===== src/hdl/dti_pkg.sv =====
// Shared types and constants for the decision tree inference block.
package dti_pkg;

	typedef enum logic [2:0] {
		OP_WR_NODE = 3'd0,
		OP_WR_PROB = 3'd1,
		OP_WR_FEAT = 3'd2,
		OP_CLASSIFY = 3'd3,
		OP_CLASSIFY_PROB = 3'd4
	} opcode_t;

	// Table sizes follow the field widths of a request
	localparam int unsigned NODES = 1024;
	localparam int unsigned FEATURES = 256;
	localparam int unsigned CLASSES = 16;
	localparam int unsigned MAX_OUT = 16;
	localparam logic [1:0] REG_CLASS_COUNT = 2'd0;

	// One request as carried from front to back.
	typedef struct packed {
		logic [2:0] opcode;
		logic [9:0] node_addr;
		logic is_leaf;
		logic [7:0] feat_addr;
		logic [31:0] threshold;
		logic [9:0] left_child;
		logic [9:0] right_child;
		logic [3:0] leaf_class;
		logic [3:0] class_index;
		logic [15:0] probability;
		logic [31:0] feature_value;
	} req_t;

	// Back-end walker state.
	typedef enum logic [2:0] {
		ST_IDLE,
		ST_FETCH,
		ST_DECIDE,
		ST_PROB_RD,
		ST_EMIT
	} walk_state_t;

endpackage


===== src/hdl/dti_front.sv =====
// Front end: registers requests into a short queue, filters unknown opcodes.
module dti_front (
	input  logic clk,
	input  logic arst_n,
	input  logic in_valid,
	output logic in_stall,
	input  dti_pkg::req_t in_req,
	output logic q_valid,
	input  logic q_pop,
	output dti_pkg::req_t q_req
);
	import dti_pkg::*;

	localparam int unsigned DEPTH = 4;

	req_t buf_q [DEPTH];
	logic [1:0] wr_ptr_q, rd_ptr_q;
	logic [2:0] count_q;
	logic push, keep;

	assign in_stall = (count_q == 3'(DEPTH));
	// unknown opcodes are dropped here; they change nothing
	assign keep = (in_req.opcode <= 3'(OP_CLASSIFY_PROB));
	assign push = in_valid && !in_stall && keep;
	assign q_valid = (count_q != 3'd0);
	assign q_req = buf_q[rd_ptr_q];

	// queue payload
	always_ff @(posedge clk) begin
		if (push) buf_q[wr_ptr_q] <= in_req;
	end

	// queue pointers
	always_ff @(posedge clk or negedge arst_n) begin
		if (!arst_n) begin
			wr_ptr_q <= '0;
			rd_ptr_q <= '0;
			count_q <= '0;
		end else begin
			if (push) wr_ptr_q <= wr_ptr_q + 2'd1;
			if (q_pop) rd_ptr_q <= rd_ptr_q + 2'd1;
			count_q <= count_q + 3'(push) - 3'(q_pop);
		end
	end

endmodule


===== config.mk =====
export PLATFORM = sky130hd
export DESIGN_NAME = dti_front
export DESIGN_NICKNAME = d
export VERILOG_FILES = /design/src/hdl/dti_pkg.sv /design/src/hdl/dti_front.sv
export SDC_FILE = /design/constraint.sdc
export NUM_CORES = 1
export LEC_CHECK = 0
export BUFFER_PORTS_ARGS = -buffer_cell sky130_fd_sc_hd__buf_2
export CAP_MARGIN = 25
export CORE_MARGIN = 2
export CORE_UTILIZATION = 40
export CTS_CLUSTER_DIAMETER = 50
export DETAILED_ROUTE_END_ITERATION = 10
export PLACE_DENSITY = 0.57
export SETUP_SLACK_MARGIN = 0.4
export SLEW_MARGIN = 30
export SYNTH_ARGS = -nofsm -noshare
export SYNTH_HDL_FRONTEND = slang
export SYNTH_SLANG_ARGS = --single-unit

===== constraint.sdc =====
create_clock -name clk -period 13.9 [get_ports clk]
set_input_delay 1.39 -clock clk [delete_from_list [all_inputs] [get_ports clk]]
set_output_delay 1.39 -clock clk [all_outputs]
set_load 0.02 [all_outputs]

Word level (Yosys, flattened, before mapping):

Memories as Yosys holds them, arrays and structs flattened.
Index checks and enable logic that the tools add are counted.

* add/subtract/negate cells: 4
* magnitude comparators: 1
* equal/unequal tests: 1
* muxes and demuxes: 2
* reductions and logical operators: 4

Operators with widths (count)
* 2-bit by 1-bit adder with 2-bit output, second input constant: 2
* 3-bit by 1-bit adder with 3-bit output: 1
* 3-bit equality test, second input constant: 1
* 3-bit less-or-equal comparator, second input constant: 1
* 3-bit nonzero test: 1
* 3-bit by 1-bit subtractor with 3-bit output: 1
* 1-bit logical AND: 2
* 1-bit two-way mux: 2
* 1-bit logical NOT: 1

* register bits after elaboration: 7
* bits in writable memories: 520
* bits of input ports: 134
* output and inout bits: 132
* logic and storage cells: 16
* memories: 1

Memory list
* buf_q: words 4, bits a word 130, read ports 1, clocked after Yosys merged registers in 0, wr ports 1, line dti_front.sv:16 `req_t buf_q [DEPTH];`

Longest topological paths before layout:

Gate-level depths: netlist of run 1.

* depth in word-level cells: 6
* gate-level depth with buffers: 11
* mapped depth without buffers: 10

Least setup slack after synthesis of run 1:

No wires, ideal clock.

* kind: input port to flip-flop
* start: in in_req[128] in the netlist's numbering
* end: mem buf_q[0][0] in the netlist's numbering (enable)
* library setup time: 0.505 ns
* data arrival time: 4.824 ns
* data required time: 13.395 ns
* slack: 8.571 ns
* cell stages on the path: 4
* buffers on the path: 1
* cells stage by stage: o21ai_0 and3b_1 buf_2 and2_1

* longest elaborated chain between the ends: 4

Ends and longest elaborated chain
* from (decl): line dti_front.sv:7 `input dti_pkg::req_t in_req,`
* 3-bit less-or-equal comparator: line dti_front.sv:23 `assign keep = (in_req.opcode <= 3'(OP_CLASSIFY_PROB));`
* 1-bit logical AND: line dti_front.sv:24 `assign push = in_valid && !in_stall && keep;`
* 1-bit two-way mux: line dti_front.sv:30 `if (push) buf_q[wr_ptr_q] <= in_req;`
* 1-bit two-way mux (implied by the code): line dti_front.sv:30
* to (decl): line dti_front.sv:16

Every way passes these cells.

==> results_dict.tcl, run 1 <==
set metrics [dict create \
    tritoncts "done" \
    drt_iter0_drc 596 \
    area_growth_pct 20.7 \
    die_w_microns 223 \
    holdCritPathClass "reg2reg" \
    slew_violations 0 \
    synth_nets 857 \
    worst_ep_arrival_time_ns 3.30 \
    grtUsageTotal_pct 15.5 \
    p_leak_nw 7.82 \
    die_area_sq_mm 0.0497 \
    synthCells 716 \
    synth_seq_cells 527 \
    grt_pass1_wl_microns 57200 \
    worstSkewPairLatency_ns 0.61 \
    critPathKind "reg2out" \
    final_nets 1164 \
    post-route-period-util_pct 33.7 \
    grt_max_degree 71 \
    crit_fanout 67 \
    cts_sinks 527 \
    syn_avg_cell_area_sq_um 26.8 \
    yosysMostFrequentCell "edfxtp_1" \
    fillers 3861 \
    initial_core_util_pct 40.3 \
    cts_setup_buffers 0 \
    p_per_area_mw_per_mm2 216 \
    synth-async-reset-ratio_pct 1.33 \
    syn_area_sq_mm 0.0192 \
    fmax_mhz 213 \
    cts.path.max_buffers 3 \
    place_area_sq_mm 0.0212 \
    wire_per_inst_microns 22.5 \
    finalClockSkew_ns 0.0216 \
    drive_gt1_share_pct 47.0 \
    fin_cells 1687 \
    slew_headroom_pct 37.5 \
    fin_crit_ns 4.69 \
    place_worst_setup_slack_ns 9.57 \
    vias_per_cell 5.07 \
    place_inst 1578 \
    crit_chain "buf_6 -> buf_4 -> mux4_2 -> buf_2" \
    worst-path-buf-inv 3 \
    grt_pass1_vias 9018 \
    rsz0062_at_grt "false" \
    hpwl_microns 22800 \
    synth_edf_count 520 \
    synth-main-ff-cell "edfxtp_1" \
    design_area_sq_mm 0.0231 \
    outcome "complete, no violations" \
    antenna_found_initial 10 \
    first_pass_iters 4 \
    hold_violations 0 \
    ys_top_cells_by_area "edfxtp_1 81%, mux4_2 15%, dfrtp_1 0.91%, buf_6 0.59%, buf_2 0.44%" \
    synthTopCellsByCount "520 x edfxtp_1, 130 x mux4_2, 17 x buf_2" \
    whs_ns 0.488 \
    yosysTopAreaCell "edfxtp_1" \
    cts_buffers 56 \
    yosysTopAreaCellShare_pct 81.4 \
    std_cell_rows 80 \
    ios 266 \
    start_kind "register" \
    cp-end-kind "output pin" \
    clkTransAtPathRegs_ns 0.06 \
    crit_path_top_delay_cell "dfrtp_4" \
    vias 8560 \
    cts_max_level 2 \
    yosys_warnings 0 \
    worst_pin_slew_ns 0.938 \
    seq_area_frac_synth_pct 82.4 \
    place_congestion 0.739 \
    critPathTopFamily "buffers and inverters" \
    critPathMaxStageDelay_ns 0.65 \
    wl_microns 37900 \
    yosys.cell_types.count 19 \
    ant_nets 0 \
    fin_tns_setup_ns 0 \
    cts_resized 0 \
    maxCapViolations 0 \
    port_buffers 265 \
    drcViolationCount 0 \
    cts-root-buf "clkbuf_16" \
    setup_viol 0 \
    die_h_microns 223 \
    required_ns 12.51 \
    core-area_sq_mm 0.0475 \
    overflow 0 \
    worst_slack_ns 9.21 \
    peakVddDrop_mv 0.140 \
    holdBufCountCts 0 \
]
final cells by class:
class	instances	area, sq um	share of cell area, %
diodes	4	10.0	0.0432
clock buffers	63	1430	6.17
clock inverters	40	448	1.94
inverters	6	22.5	0.0973
multi-input cells	152	3150	13.6
flip-flops and latches	527	15800	68.3
well taps	615	769	3.32
repair buffers	280	1520	6.56
flip-flops by register name, indices dropped and copies added, names as in the netlist:
signal,flops
count_q,3
rd_ptr_q,2
wr_ptr_q,2
buf_q,520
stage by stage:
step	util [%]	total power [mW]
2_1_floorplan	-	3.11
3_3_place_gp	44.5	3.55
3_5_place_dp	44.6	3.57
4_1_cts	48.5	5.08
5_1_grt	48.7	5.23
6_report	48.7	5.00
cell usage in the layout (no fill, tap or decap), types with 2 or more instances in the layout:
cell        Yosys  routed
edfxtp_1      520     520
ha_1            6       6
clkinv_8        0       3
inv_6           0       5
clkbuf_1        3       7
and2_4          0       4
bufinv_16       0       7
diode_2         0       4
xnor2_1         4       4
clkinvlp_4      0       4
buf_6          10       5
clkinv_2        0       6
buf_16          0       3
mux4_2        130     130
clkinv_1        0      12
inv_1           6       6
clkbuf_16       0      56
dfrtp_4         0       2
buf_4           1       7
dfrtp_1         7       5
buf_2          17     265
per-layer routing:
| metal | track usage (%) | part of all wire (%) | vias to the layer above | wire length, microns |
|---|---|---|---|---|
| met4 | 5.24 | 2.2 | 12 | 825 |
| met5 | 0 | 0.21 | - | 81 |
| met1 | 21.3 | 42 | 4489 | 15900 |
| met2 | 23.1 | 47 | 268 | 17700 |
| li1 | - | - | 3724 | - |
| met3 | 5.40 | 9.1 | 67 | 3440 |
cell families (layout without fill, tap and decap cells):
| group | Yosys count | in the layout | share of synthesized area (%) |
|---|---|---|---|
| DFF | 527 | 527 | 82.4 |
| xor gates and xnor gates | 5 | 5 | 0.228 |
| muxes | 131 | 131 | 15.3 |
| adders and majority gates | 7 | 7 | 0.496 |
| and+or+nand+nor | 8 | 8 | 0.294 |
| other | 0 | 4 | 0 |
| AOI/OAI and AO/OA | 1 | 1 | 0.0261 |
| buffers and inverters | 37 | 389 | 1.25 |
worst paths after layout:
| kind | from | end | slack (ns) | cells past startpoint |
|---|---|---|---|---|
| worst max-delay path | rd_ptr_q[1] | q_req[66] | 9.21 | 4 |
| worst min-delay path | count_q[2] | count_q[2] | 0.49 | 1 |
| worst max register to register | count_q[2] | buf_q[1][68] | 10.71 | 5 |
| worst min register to register | count_q[2] | count_q[2] | 0.49 | 1 |
| max in group asynchronous | arst_n | rd_ptr_q[1] | 13.08 | 1 |
| min in group asynchronous | arst_n | count_q[0] | 0.62 | 1 |
report_power, final:
group          switching [mW]  total [mW]  internal, mW
clock                   0.613        1.49         0.878
sequential             0.0766        2.06          1.98
combinational           0.860        1.45         0.590
worst register-to-register path, cell delays in order, from the launching register on:
cell     delay (ns)
dfrtp_1        0.39
nor3b_2        0.17
and3b_1        0.41
and2_4         0.31
buf_6          0.58
buf_4          0.82
Power figures use the tool's default switching activity.
==> inputs of run 2 (changes only) <==
Settings changed: PLACE_DENSITY 0.57 to 0.59.
Clock period 13.9 ns to 3.9 ns, I/O delays scaled along.
==> run 2 against run 1 <==
Compared with the run above:
- non-clock buffer count is 129 higher
- clock power grew to 3.5 times the previous value
- core utilization is 2.7 points higher
- routed wire length is 0.74% higher
- worst hold slack worse by 0.45 ns
- largest cell class unchanged
- critical path depth is 1 lower
- sequential power grew to 3.6 times the previous value
- register-to-register slack worse by 9.2 ns
- sequential share of layout area is 3.6 points lower
- clock skew is 0.0074 ns lower
- critical path type unchanged
- largest power group unchanged
==> results_dict.tcl, run 2 (synthesis gave the netlist of run 1 again) <==
set metrics [dict create \
    crit_fanout 26 \
    fillers 3738 \
    slew_violations 0 \
    cts_setup_buffers 0 \
    hold_violations 0 \
    grt_pass1_vias 9861 \
    drcViolationCount 0 \
    area_growth_pct 27.4 \
    wl_microns 38200 \
    place_inst 1585 \
    cts-root-buf "clkbuf_16" \
    first_pass_iters 4 \
    hold_end "buf_q[1][26]" \
    rr_endpoint "count_q[2]" \
    reg2reg_from "count_q[2]" \
    place_congestion 0.711 \
    drt_iter0_drc 400 \
    post-route-period-util_pct 77.1 \
    worst_ep_arrival_time_ns 2.62 \
    antenna_cells 0 \
    vias_per_cell 4.96 \
    cts.path.max_buffers 3 \
    vias 8985 \
    rrSetupSlack_ns 1.47 \
    fin_crit_ns 3.01 \
    finalClockSkew_ns 0.0143 \
    die_area_sq_mm 0.0497 \
    required_ns 3.51 \
    cp-end-kind "output pin" \
    r2r.worst_path.cells 10 \
    core-area_sq_mm 0.0475 \
    final_common_cell "edfxtp_1" \
    p_leak_nw 8.36 \
    tritoncts "done" \
    cts_max_level 2 \
    cts_buffers 57 \
    std_cell_rows 80 \
    overflow 0 \
    grtUsageTotal_pct 15.6 \
    die_h_microns 223 \
    critPathKind "reg2out" \
    start_kind "register" \
    final_nets 1294 \
    holdCritPathClass "in2reg" \
    fin_tns_setup_ns 0 \
    mostFrequentLayoutCells "520 x edfxtp_1, 265 x buf_2, 130 x mux4_2" \
    slew_headroom_pct 50.8 \
    p_per_area_mw_per_mm2 728 \
    fin_cells 1811 \
    outcome "complete, no violations" \
    grt_max_degree 61 \
    worst_pin_slew_ns 0.739 \
    hpwl_microns 22600 \
    cts_sinks 527 \
    worstSkewPairLatency_ns 0.59 \
    fmax_mhz 333 \
    die_w_microns 223 \
    ios 266 \
    setup_viol 0 \
    rsz0062_at_grt "false" \
    port_buffers 265 \
    largest_reg_flops 520 \
    clkTransAtPathRegs_ns 0.06 \
    initial_core_util_pct 40.3 \
    hold_depth 1 \
    ant_nets 0 \
    top_register "buf_q" \
    peakVddDrop_mv 0.379 \
    antenna_found_initial 1 \
    maxCapViolations 0 \
    hold_path_startpoint "in_req[26]" \
    wire_per_inst_microns 21.1 \
    cp-startpoint "rd_ptr_q[0]" \
    grt_pass1_wl_microns 58400 \
    drive_gt1_share_pct 41.8 \
    reg_top3 "buf_q: 520 flops, count_q: 3 flops" \
]
run 2: cell count changes in the layout (fill, tap and decap cells not counted), moves of 4 or more:
cell,previous run,this run
buf_6,5,0
dlygate4sd3_1,0,124
buf_12,0,12
diode_2,4,0
run 2: what timing repair did:
item                                   in CTS  in global routing
resized for setup                           0                  0
endpoints found under the hold margin     498                  0
hold buffers                              124                  0
run 2: per-stage QoR:
| step | instance area [sq um] | util (%) | power [mW] | hold WS [ns] | setup slack, ns |
|---|---|---|---|---|---|
| after floorplan | 19200 | - | 11.0 | 0.0944 | 0.901 |
| after global placement | 21400 | 44.9 | 12.8 | 0.247 | 1.39 |
| after detailed placement | 21400 | 44.9 | 12.8 | 0.250 | 1.36 |
| after CTS | 24400 | 51.4 | 18.1 | 0.000441 | 0.753 |
| after global routing | 24400 | 51.4 | 18.6 | 0.0108 | 0.685 |
| final | 24400 | 51.4 | 17.8 | 0.0361 | 0.894 |
run 2: per-layer routing:
metal  wire length (microns)  GRT usage [%]  share of wire, %  vias to the layer above
met1                   16600           21.0                43                     4712
met3                    2240           4.40               5.9                       47
met5                      12              0             0.031                        -
met2                   18600           25.2                49                      240
li1                        -              -                 -                     3984
met4                     722           4.24               1.9                        2
run 2: power by group:
part / internal (mW) / leakage (nW) / total, mW / switching, mW
logic: 2.22 / 2.66 / 5.23 / 3.01
registers: 7.05 / 4.81 / 7.39 / 0.340
clock network: 3.08 / 0.886 / 5.17 / 2.08
total: 12.4 / 8.36 / 17.8 / 5.44
run 2: critical path: stages (launching register included):
cell and delay [ns]:
dfrtp_4 0.78, buf_4 0.46, mux4_2 0.58, buf_2 0.18
run 2: worst max path at each step:
stage              endpoint  slack, ns  depth (start not counted)
6_report         q_req[107]       0.89                          3
3_5_place_dp   buf_q[3][52]       1.36                          5
2_1_floorplan   buf_q[0][0]       0.90                          4
3_3_place_gp   buf_q[3][51]       1.39                          5
5_1_grt          q_req[117]       0.68                          3
4_1_cts          q_req[117]       0.75                          3
run 2: area by class of cell:
class                      instances  area (sq um)  share of cell area (%)
sequential                       527         15800                    64.7
multi-input combinational        152          3150                    12.9
timing repair buffer             409          2870                    11.7
clock buffer                      69          1510                    6.20
tap                              615           769                    3.15
clock inverter                    33           302                    1.23
inverter                           6          22.5                  0.0922
==> inputs of run 3 (changes only) <==
Clock period 3.9 ns to 2.7 ns, I/O delays scaled along.
==> run 3 against run 2 <==
Compared with the run above:
- via count rose by 2.9%
- setup slack worse by 0.64 ns
- combinational power rose by 95%
- sequential power is 41% higher
- final area increased by 5.3%
==> results_dict.tcl, run 3 (synthesis gave the netlist of run 1 again) <==
set metrics [dict create \
    outcome "complete, no violations" \
    start_kind "register" \
    drt_iter0_drc 569 \
    p_leak_nw 8.89 \
    maxCapViolations 0 \
    vias 9249 \
    reg_top3 "buf_q: 520 flops, count_q: 3 flops" \
    cts_buffers 58 \
    p_total_mw 28.1 \
    reg2reg_from "count_q[1]" \
    worst_pin_slew_ns 0.378 \
    die_h_microns 223 \
    crit_fanout 8 \
    hold_violations 0 \
    worst_ep_arrival_time_ns 2.18 \
    slew_headroom_pct 74.8 \
    critPathKind "reg2out" \
    rsz0062_at_grt "true" \
    fin_crit_ns 2.45 \
    tritoncts "done" \
    fin_util_pct 54.1 \
    final_nets 1334 \
    pwr-share-seq_pct 37.2 \
    rr_endpoint "count_q[2]" \
    hpwl_microns 22400 \
    place_inst 1590 \
    cp-end-kind "output pin" \
    final_common_cell "edfxtp_1" \
    first_pass_iters 4 \
    wire_per_inst_microns 21.8 \
    antenna_found_initial 1 \
    cp-startpoint "rd_ptr_q[0]" \
    grt_pass1_wl_microns 60900 \
    setup_viol 0 \
    rrSetupSlack_ns 0.56 \
    power.internal_mw 19.6 \
    wl_microns 40400 \
    mostFrequentLayoutCells "520 x edfxtp_1, 187 x buf_2, 132 x dlygate4sd3_1" \
    drive_gt1_share_pct 43.5 \
    initial_core_util_pct 40.3 \
    overflow 0 \
    design_area_sq_mm 0.0257 \
    cts-root-buf "clkbuf_16" \
    die_area_sq_mm 0.0497 \
    p_clk_share_pct 26.3 \
    p_per_area_mw_per_mm2 1090 \
    switching_share_pct 30.3 \
    place_congestion 0.686 \
    cts_sinks 527 \
    finalClockSkew_ns 0.0111 \
    drcViolationCount 0 \
    antenna_cells 0 \
    r2r.worst_path.cells 10 \
    fmax_mhz 409 \
    vias_per_cell 4.99 \
    cts.path.max_buffers 3 \
    cts_max_level 2 \
    fin_cells 1854 \
    crit_path_end "q_req[68]" \
    grt_pass1_vias 10100 \
    area_growth_pct 34.1 \
    grtUsageTotal_pct 16.4 \
    holdCritPathClass "in2async" \
    required_ns 2.43 \
    post-route-period-util_pct 90.6 \
    worstSkewPairLatency_ns 0.59 \
    core-area_sq_mm 0.0475 \
    place_area_sq_mm 0.0215 \
    slew_violations 0 \
    peakVddDrop_mv 0.759 \
    ant_nets 0 \
    grt_max_degree 57 \
    fin_tns_setup_ns 0 \
    ios 266 \
    largest_reg_flops 520 \
    clkTransAtPathRegs_ns 0.06 \
    port_buffers 265 \
    die_w_microns 223 \
    power.switching_mw 8.50 \
    top_register "buf_q" \
    pwr-share-comb_pct 36.5 \
    std_cell_rows 80 \
]
==> run 3: worst min path at each step <==
stage          startpoint    endpoint  depth (start not counted)
2_1_floorplan      arst_n  count_q[0]                          0
3_3_place_gp       arst_n  count_q[0]                          1
6_report           arst_n  count_q[1]                          2
4_1_cts            arst_n  count_q[1]                          2
5_1_grt            arst_n  count_q[1]                          2
3_5_place_dp       arst_n  count_q[2]                          1
==> run 3: per-layer routing <==
metal  part of all wire, %  up-vias  global-route usage, %
met5                 0.042        -                      0
met4                   1.8        2                   4.63
met3                   6.3       67                   4.12
met2                    49      267                   26.9
met1                    43     4840                   22.0
li1                      -     4073                      -
==> run 3: cell type report <==
| class | instances | area, sq um |
|---|---|---|
| Fill cell | 3584 | 21800 |
| Sequential cell | 527 | 15800 |
| Timing Repair Buffer | 448 | 4160 |
| Multi-Input combinational cell | 152 | 3160 |
| Clock buffer | 70 | 1520 |
| Tap cell | 615 | 769 |
| Clock inverter | 36 | 282 |
| Inverter | 6 | 22.5 |
==> run 3: critical path, stage by stage (launching register included) <==
cell	delay [ns]
dfrtp_4	0.44
buf_12	0.18
buf_12	0.13
clkbuf_16	0.15
mux4_2	0.51
buf_6	0.15
==> run 3: repair_timing <==
item / 4_1_cts / 5_1_grt
gates cloned: 10 / 2
setup buffers: 14 / 0
endpoints found under the hold margin: 529 / 0
hold buffers: 132 / 0
resized for setup: 127 / 46
endpoints found under the setup margin: 130 / 130
==> run 3: metrics by stage <==
stage                     hold slack, ns  setup WS, ns
after floorplan                  -0.0256         0.415
after global placement             0.130         0.549
after detailed placement           0.128         0.576
after CTS                        0.00853         0.181
after global routing              0.0502         0.193
final                             0.0613         0.255
==> run 3: power by group through the flow <==
| stage | Combinational [mW] | Sequential [mW] | Clock (mW) |
|---|---|---|---|
| floorplan | 5.38 | 10.5 | 0 |
| global placement | 7.90 | 10.7 | 0 |
| detailed placement | 7.91 | 10.7 | 0 |
| CTS | 10.1 | 10.4 | 7.58 |
| global route | 10.8 | 10.5 | 7.90 |
| finish | 10.2 | 10.4 | 7.39 |
